$ cat config.mk
export PLATFORM = sky130hd
export DESIGN_NAME = triplet_margin_loss_unit
export DESIGN_NICKNAME = d
export VERILOG_FILES = /design/src/rtl/core/tml_pkg.sv /design/src/rtl/core/triplet_margin_loss_unit.sv /design/src/rtl/core/tml_front.sv /design/src/rtl/core/tml_back.sv
export SDC_FILE = /design/constraint.sdc
export NUM_CORES = 2
export LEC_CHECK = 0
export ABC_AREA = 1
export BUFFER_PORTS_ARGS = -buffer_cell sky130_fd_sc_hd__buf_2
export CAP_MARGIN = 20
export CORE_UTILIZATION = 40
export DETAILED_ROUTE_END_ITERATION = 12
export SETUP_SLACK_MARGIN = 0.3
export SLEW_MARGIN = 10
export SYNTH_ARGS = -nofsm -noshare
export SYNTH_HDL_FRONTEND = slang
export SYNTH_SLANG_ARGS = --single-unit
$ cat constraint.sdc
create_clock -name clk -period 26.2 [get_ports clk]
set_input_delay 5.24 -clock clk [delete_from_list [all_inputs] [get_ports clk]]
set_output_delay 5.24 -clock clk [all_outputs]
set_load 0.01 [all_outputs]
$ cat src/rtl/core/tml_pkg.sv
package tml_pkg;

    localparam int SUM_W  = 48;
    localparam int ROOT_W = 25;
    localparam int LOSS_W = 31;

    localparam logic [1:0] MODE_NONE = 2'd0;
    localparam logic [1:0] MODE_SUM  = 2'd1;

    localparam logic [0:0] REG_MARGIN = 1'b0;
    localparam logic [0:0] REG_MODE   = 1'b1;

    localparam logic [SUM_W-1:0] SUM_MAX = {SUM_W{1'b1}};

    // vector-end request passed from front to back
    typedef struct packed {
        logic [SUM_W-1:0] pos_sum;
        logic [SUM_W-1:0] neg_sum;
        logic             last_vector;
    } tml_vec_t;

    function automatic logic [SUM_W-1:0] sat_add(input logic [SUM_W-1:0] a,
                                                 input logic [SUM_W-1:0] b);
        logic [SUM_W:0] s;
        s = {1'b0, a} + {1'b0, b};
        return s[SUM_W] ? SUM_MAX : s[SUM_W-1:0];
    endfunction

endpackage

$ cat src/rtl/core/triplet_margin_loss_unit.sv
// Triplet margin loss unit. One (anchor, positive, negative) element triple is
// taken per cycle and squared distances are summed in a two-stage front end.
// At a vector's end the sums go through a one-entry queue to the back end,
// which takes both square roots one bit per cycle, forms the hinge loss, and
// in mean mode divides by the vector count one bit per cycle. The back end
// takes a new vector end only once it is idle again, after emitting or
// accumulating the last one. Elements stream at one per cycle except when a
// vector's last element waits in stage 1 while the queue is still full.
// Loss is unsigned Q23.8, saturated.
module triplet_margin_loss_unit
    import tml_pkg::*;
#(
    parameter int MAX_VECTORS = 65536
)
(
    input  logic        clk,
    input  logic        rst_n,
    input  logic        s_axis_tvalid,
    output logic        s_axis_tready,
    input  logic [47:0] s_axis_tdata,  // anchor_val, positive_val, negative_val
    input  logic        s_axis_tlast,  // last_element
    input  logic        s_axis_tuser,  // last_vector
    output logic        m_axis_tvalid,
    input  logic        m_axis_tready,
    output logic [31:0] m_axis_tdata,  // loss, pad bit
    output logic        m_axis_tuser,  // is_batch_total
    input  logic        cfg_valid,
    output logic        cfg_ready,
    input  logic [0:0]  cfg_index,
    input  logic [15:0] cfg_data
);

    localparam int CNT_W = $clog2(MAX_VECTORS + 1);

    logic        margin_wr;
    logic [15:0] margin_val_reg;
    logic [1:0]  mode_reg;
    logic        q_valid, q_ready;
    tml_vec_t    q_data;
    logic [LOSS_W-1:0] loss;

    assign cfg_ready = 1'b1;
    assign margin_wr = cfg_valid && cfg_index == REG_MARGIN;
    assign m_axis_tdata = {1'b0, loss};

    always_ff @(posedge clk or negedge rst_n)
    begin
        if (!rst_n)
        begin
            margin_val_reg <= 16'd256;
            mode_reg       <= MODE_NONE;
        end
        else if (margin_wr)
            margin_val_reg <= cfg_data;
        else if (cfg_valid && cfg_index == REG_MODE)
            mode_reg <= cfg_data[1:0];
    end

    tml_front u_front (
        .clk          (clk),
        .rst_n        (rst_n),
        .in_valid     (s_axis_tvalid),
        .in_ready     (s_axis_tready),
        .a            (s_axis_tdata[15:0]),
        .p            (s_axis_tdata[31:16]),
        .n            (s_axis_tdata[47:32]),
        .last_element (s_axis_tlast),
        .last_vector  (s_axis_tuser),
        .q_valid      (q_valid),
        .q_ready      (q_ready),
        .q_data       (q_data)
    );

    tml_back #(
        .CNT_W   (CNT_W),
        .MAX_VEC (MAX_VECTORS)
    ) u_back (
        .clk            (clk),
        .rst_n          (rst_n),
        .q_valid        (q_valid),
        .q_ready        (q_ready),
        .q_data         (q_data),
        .margin         (margin_val_reg),
        .mode           (mode_reg),
        .out_valid      (m_axis_tvalid),
        .out_ready      (m_axis_tready),
        .loss           (loss),
        .is_batch_total (m_axis_tuser)
    );

endmodule

$ cat src/rtl/core/tml_front.sv
module tml_front
    import tml_pkg::*;
(
    input  logic           clk,
    input  logic           rst_n,
    input  logic           in_valid,
    output logic           in_ready,
    input  logic [15:0]    a,
    input  logic [15:0]    p,
    input  logic [15:0]    n,
    input  logic           last_element,
    input  logic           last_vector,
    output logic           q_valid,
    input  logic           q_ready,
    output tml_vec_t       q_data
);

    // stage 1: squared differences registered; stage 2: accumulate
    logic             s1_valid_reg;
    logic [33:0]      sq_p_reg, sq_n_reg;
    logic             s1_le_reg, s1_lv_reg;
    logic [SUM_W-1:0] pos_reg, neg_reg;
    logic             out_valid_reg;
    tml_vec_t         out_reg;
    logic signed [16:0] dp, dn;
    logic [16:0]      mp, mn;
    logic [SUM_W-1:0] pos_next, neg_next;
    logic             stall;

    assign stall    = out_valid_reg && !q_ready && s1_valid_reg && s1_le_reg;
    assign in_ready = !stall;
    assign q_valid  = out_valid_reg;
    assign q_data   = out_reg;

    always_comb
    begin
        dp = $signed({a[15], a}) - $signed({p[15], p});
        dn = $signed({a[15], a}) - $signed({n[15], n});
        mp = dp[16] ? 17'(-dp) : 17'(dp);
        mn = dn[16] ? 17'(-dn) : 17'(dn);
        pos_next = sat_add(pos_reg, {14'd0, sq_p_reg});
        neg_next = sat_add(neg_reg, {14'd0, sq_n_reg});
    end

    always_ff @(posedge clk)
    begin
        if (in_ready)
        begin
            sq_p_reg  <= 34'(mp * mp);
            sq_n_reg  <= 34'(mn * mn);
            s1_le_reg <= last_element;
            s1_lv_reg <= last_vector;
        end
        if (!stall && s1_valid_reg && s1_le_reg)
        begin
            out_reg.pos_sum     <= pos_next;
            out_reg.neg_sum     <= neg_next;
            out_reg.last_vector <= s1_lv_reg;
        end
    end

    always_ff @(posedge clk or negedge rst_n)
    begin
        if (!rst_n)
        begin
            s1_valid_reg  <= 1'b0;
            out_valid_reg <= 1'b0;
            pos_reg       <= '0;
            neg_reg       <= '0;
        end
        else
        begin
            if (!stall && s1_valid_reg && s1_le_reg)
                out_valid_reg <= 1'b1;
            else if (q_ready)
                out_valid_reg <= 1'b0;
            if (!stall)
            begin
                s1_valid_reg <= in_valid;
                if (s1_valid_reg)
                begin
                    if (s1_le_reg)
                    begin
                        pos_reg <= '0;
                        neg_reg <= '0;
                    end
                    else
                    begin
                        pos_reg <= pos_next;
                        neg_reg <= neg_next;
                    end
                end
            end
        end
    end

endmodule

$ cat src/rtl/core/tml_back.sv
module tml_back
    import tml_pkg::*;
#(
    parameter int CNT_W   = 17,
    parameter int MAX_VEC = 65536
)
(
    input  logic              clk,
    input  logic              rst_n,
    input  logic              q_valid,
    output logic              q_ready,
    input  tml_vec_t          q_data,
    input  logic [15:0]       margin,
    input  logic [1:0]        mode,
    output logic              out_valid,
    input  logic              out_ready,
    output logic [LOSS_W-1:0] loss,
    output logic              is_batch_total
);

    typedef enum logic [5:0] {
        ST_IDLE = 6'b000001,
        ST_ROOT = 6'b000010,
        ST_LOSS = 6'b000100,
        ST_DIV  = 6'b001000,
        ST_EMIT = 6'b010000,
        ST_ACC  = 6'b100000
    } st_t;

    st_t              st_reg;
    // sum plus epsilon can reach 2^48, so the radicand carries two extra bits
    logic [SUM_W+1:0] vp_reg, vn_reg;
    logic [SUM_W-1:0] rem_p_reg, rem_n_reg;
    logic [ROOT_W-1:0] rp_reg, rn_reg;
    logic [4:0]       step_reg;
    logic             lv_reg;
    logic [SUM_W-1:0] total_reg, vloss_reg;
    logic [CNT_W-1:0] count_reg;
    logic [SUM_W-1:0] quo_reg, rem_reg;
    logic [5:0]       dstep_reg;
    logic [LOSS_W-1:0] loss_reg;
    logic             batch_reg;

    // restoring square root, one result bit per cycle for both roots
    logic [SUM_W+1:0] trial_p, trial_n, win_p, win_n;
    logic [SUM_W+1:0] rem_shift;
    logic signed [26:0] diff;
    logic [SUM_W-1:0] total_next;
    logic [SUM_W:0]   dv;

    always_comb
    begin
        win_p   = {rem_p_reg, vp_reg[2*step_reg+1 -: 2]};
        win_n   = {rem_n_reg, vn_reg[2*step_reg+1 -: 2]};
        trial_p = {{(SUM_W-ROOT_W){1'b0}}, rp_reg, 2'b01};
        trial_n = {{(SUM_W-ROOT_W){1'b0}}, rn_reg, 2'b01};
        diff = $signed({2'b0, rp_reg}) - $signed({2'b0, rn_reg})
             + 27'($signed(margin));
        total_next = sat_add(total_reg, vloss_reg);
        rem_shift = {1'b0, rem_reg, quo_reg[SUM_W-1]};
        dv = rem_shift[SUM_W:0] - {{(SUM_W-CNT_W+1){1'b0}}, count_reg};
    end

    assign q_ready        = st_reg == ST_IDLE;
    assign out_valid      = st_reg == ST_EMIT;
    assign loss           = loss_reg;
    assign is_batch_total = batch_reg;

    always_ff @(posedge clk or negedge rst_n)
    begin
        if (!rst_n)
        begin
            st_reg    <= ST_IDLE;
            total_reg <= '0;
            count_reg <= '0;
        end
        else
        begin
            case (st_reg)
                ST_IDLE:
                    if (q_valid)
                    begin
                        vp_reg    <= {2'b00, q_data.pos_sum} + 50'd1;
                        vn_reg    <= {2'b00, q_data.neg_sum} + 50'd1;
                        lv_reg    <= q_data.last_vector;
                        rem_p_reg <= '0;
                        rem_n_reg <= '0;
                        rp_reg    <= '0;
                        rn_reg    <= '0;
                        step_reg  <= 5'd24;
                        st_reg    <= ST_ROOT;
                    end
                ST_ROOT:
                begin
                    if (win_p >= trial_p)
                    begin
                        rem_p_reg <= SUM_W'(win_p - trial_p);
                        rp_reg    <= {rp_reg[ROOT_W-2:0], 1'b1};
                    end
                    else
                    begin
                        rem_p_reg <= SUM_W'(win_p);
                        rp_reg    <= {rp_reg[ROOT_W-2:0], 1'b0};
                    end
                    if (win_n >= trial_n)
                    begin
                        rem_n_reg <= SUM_W'(win_n - trial_n);
                        rn_reg    <= {rn_reg[ROOT_W-2:0], 1'b1};
                    end
                    else
                    begin
                        rem_n_reg <= SUM_W'(win_n);
                        rn_reg    <= {rn_reg[ROOT_W-2:0], 1'b0};
                    end
                    if (step_reg == 5'd0)
                        st_reg <= ST_LOSS;
                    step_reg <= step_reg - 5'd1;
                end
                ST_LOSS:
                begin
                    vloss_reg <= diff[26] ? '0 : SUM_W'(diff[25:0]);
                    if (mode == MODE_NONE)
                    begin
                        loss_reg  <= diff[26] ? '0 : LOSS_W'(diff[25:0]);
                        batch_reg <= 1'b0;
                        st_reg    <= ST_EMIT;
                    end
                    else
                        st_reg <= ST_ACC;
                end
                ST_ACC:
                begin
                    if (!lv_reg)
                    begin
                        total_reg <= total_next;
                        if (count_reg < CNT_W'(MAX_VEC))
                            count_reg <= count_reg + 1'b1;
                        st_reg <= ST_IDLE;
                    end
                    else
                    begin
                        batch_reg <= 1'b1;
                        total_reg <= '0;
                        if (mode == MODE_SUM)
                        begin
                            count_reg <= '0;
                            loss_reg <= (|total_next[SUM_W-1:LOSS_W]) ? '1
                                      : total_next[LOSS_W-1:0];
                            st_reg <= ST_EMIT;
                        end
                        else
                        begin
                            quo_reg   <= total_next;
                            rem_reg   <= '0;
                            dstep_reg <= '0;
                            if (count_reg < CNT_W'(MAX_VEC))
                                count_reg <= count_reg + 1'b1;
                            st_reg <= ST_DIV;
                        end
                    end
                end
                ST_DIV:
                begin
                    // restoring divide by count, one quotient bit per cycle
                    if (!dv[SUM_W])
                    begin
                        rem_reg <= dv[SUM_W-1:0];
                        quo_reg <= {quo_reg[SUM_W-2:0], 1'b1};
                    end
                    else
                    begin
                        rem_reg <= rem_shift[SUM_W-1:0];
                        quo_reg <= {quo_reg[SUM_W-2:0], 1'b0};
                    end
                    dstep_reg <= dstep_reg + 1'b1;
                    if (dstep_reg == 6'(SUM_W-1))
                    begin
                        count_reg <= '0;
                        st_reg    <= ST_EMIT;
                        if (|quo_reg[SUM_W-2:LOSS_W-1])
                            loss_reg <= '1;
                        else
                            loss_reg <= {quo_reg[LOSS_W-2:0], !dv[SUM_W]};
                    end
                end
                ST_EMIT:
                    if (out_ready)
                        st_reg <= ST_IDLE;
                default:
                    st_reg <= ST_IDLE;
            endcase
        end
    end

endmodule
==> flow_summary.yaml <==
synthesis:
  async_flop_share_pct: 24.5
  synth_cell_type_count: 66
  synth.top_cell.area_share_pct: 25.8
  syn-cell-area_um2: 67000
  ys_top_cells_by_area: "edfxtp_1 26%, fa_1 12%, ha_1 8.6%"
  ys_ff_latch: 762
  avgSynthCellArea_um2: 8.03
  yosysTopAreaCell: "edfxtp_1"
  synth_edf_count: 575
  synth_ff_type: "edfxtp_1"
  yosysSeqAreaShare_pct: 32.8
  ys_warn_count: 0
  syn_inst: 8337
detailed_routing:
  wl_mm: 177
  firstDrtPassIters: 6
  drtIter0Drc: 3665
  antenna_left: 0
  drcViolationCount: 0
  vias: 54800
  routedWlPerCell_um: 16.5
  vias_per_cell: 5.12
timing:
  setup_viol: 0
  hold_viol: 0
  clock-skew-final_ps: 32.1
  final.period_utilization_pct: 50.7
  rsz0062_at_grt: "false"
  finalMaxSlewViolations: 0
  max_freq_mhz: 75.3
  fin_crit_ps: 13270
  tightest_slew_ps: 1080
  setup_tns_ps: 0
  worst_slack_ps: 12930
  max_slew_margin_pct: 28.1
clocking:
  htreeDepth: 3
  cts_tree: "done"
  cts.reportedPaths.clkPinSlew_ps: 60
  clockRootBuffer: "clkbuf_16"
  cts_setup_buffers: 0
  clk_path_buf_depth: 3
  numCtsBuffers: 84
  ctsHoldBuffers: 0
  numClockSinks: 762
  cts-resized-gates: 0
  clk_latency_ps: 700
worst_setup_path:
  reg2reg_from: "u_back.step_reg[2]$_SDFFCE_PN0P_"
  worstSetupStartpointType: "input port"
  cpPeakStageDelay_ps: 560
  crit_family: "adder cells"
  cpMostUsedCell: "fa_1"
  critPathKind: "in -> reg"
  crit_arrival_ps: 13690
  critPathLaunch: "s_axis_tdata[0]"
  critPathRequiredTime_ps: 26610
  crit_path_end_kind: "flip-flop"
  critical-path-slowest-cell: "fa_1"
  crit_fanout: 11
  crit_buf_inv: 8
floorplan:
  die_y_um: 411
  rows: 149
  io_pins: 108
  die-area_um2: 169000
  die_w_um: 411
  core_region_area_um2: 166000
  start_util_pct: 40.5
global_route:
  first_global_vias: 55000
  grt_pass1_wl_mm: 288
  grt_max_degree: 91
  antenna_found_initial: 4
  grt_use_total_pct: 20.8
  overflow: 0
finish:
  nets: 9358
  largest_reg_flops: 97
  multiInputGateArea_um2: 38900
  final_cell_mix: "1531 x nand2_1, 1478 x inv_1, 941 x nor2_1, 575 x edfxtp_1, 510 x a21oi_1"
  nFillCells: 16700
  final_common_cell: "nand2_1"
  seqCellArea_um2: 21900
  drive_above_1_share_pct: 5.24
  areaGrowthSynthToFinish_pct: 9.00
place:
  gp_congestion: 0.932
  numPortBuffers: 105
  place_ws_ps: 12180
  dp_hpwl_mm: 141
status:
  status: "finished, final reports clean"
worst_hold_path:
  hold_path.class: "reg -> reg"
  holdCritStartpoint: "u_front.q_data[0]$_DFFE_PP_"
job:
  cap_violations: 0
==> final cells by class <==
class / count / area share, %
Inverter: 1502 / 7.73
Clock inverter: 48 / 0.828
Clock buffer: 109 / 3.15
Antenna cell: 1 / 0.00343
Sequential cell: 762 / 30.1
Multi-Input combinational cell: 5933 / 53.3
Tap cell: 2189 / 3.75
Timing Repair Buffer: 150 / 1.23
==> synthesized netlist by cell type, types with 136 or more instances <==
| master | instances |
|---|---|
| edfxtp_1 | 575 |
| xor2_1 | 231 |
| o21ai_0 | 493 |
| ha_1 | 461 |
| nand2_1 | 1532 |
| nor3_1 | 136 |
| a21oi_1 | 510 |
| dfrtp_1 | 185 |
| fa_1 | 392 |
| nor2_1 | 944 |
| nand3_1 | 410 |
| inv_1 | 1479 |
| xnor2_1 | 145 |
==> metrics by stage <==
| stage | cell area [µm²] | hold slack, ps | utilization, % | std cells |
|---|---|---|---|---|
| floorplan | 67100 | 400 | - | 8361 |
| global placement | 70100 | 402 | 42.3 | 10500 |
| detailed placement | 70100 | 406 | 42.3 | 10500 |
| CTS | 73000 | 421 | 44.1 | 10700 |
| global route | 73000 | 421 | 44.1 | 10700 |
| finish | 73000 | 423 | 44.1 | 10700 |
==> metal layers <==
layer	global-route usage [%]	routed length, µm
met2	36.0	85000
met3	1.51	6640
met1	27.7	80900
met4	6.04	4420
met5	0	13
==> path summary, 6_finish.rpt <==
kind	cells after the start	slack, ps	to
max	35	12930	u_front.sq_n_reg[31]$_DFFE_PN_
min	0	420	u_back.lv_reg$_DFFE_PP_
max reg2reg	24	20120	u_back.rem_p_reg[35]$_SDFFCE_PN0P_
min reg2reg	0	420	u_back.lv_reg$_DFFE_PP_
max in group asynchronous	3	19770	u_front.pos_reg[5]$_DFFE_PN0P_
min in group asynchronous	1	4460	u_back.total_reg[20]$_DFFE_PN0P_
==> cells by family (layout without fill, tap and decap cells) <==
kind of cell,count (synthesis),after routing,synth area share (%)
and+or+nand+nor,3325,3325,20.9
muxes,14,14,0.235
buffers and inverters,1666,1809,9.45
adders and majority gates,853,853,20.3
xor gates and xnor gates,384,384,5.14
other,2,27,0.0112
DFF,762,762,32.8
AOI/OAI and AO/OA,1331,1331,11.1
Power is not shown: default switching activity piles up to over one toggle a cycle in this logic, so the estimate is an artifact.
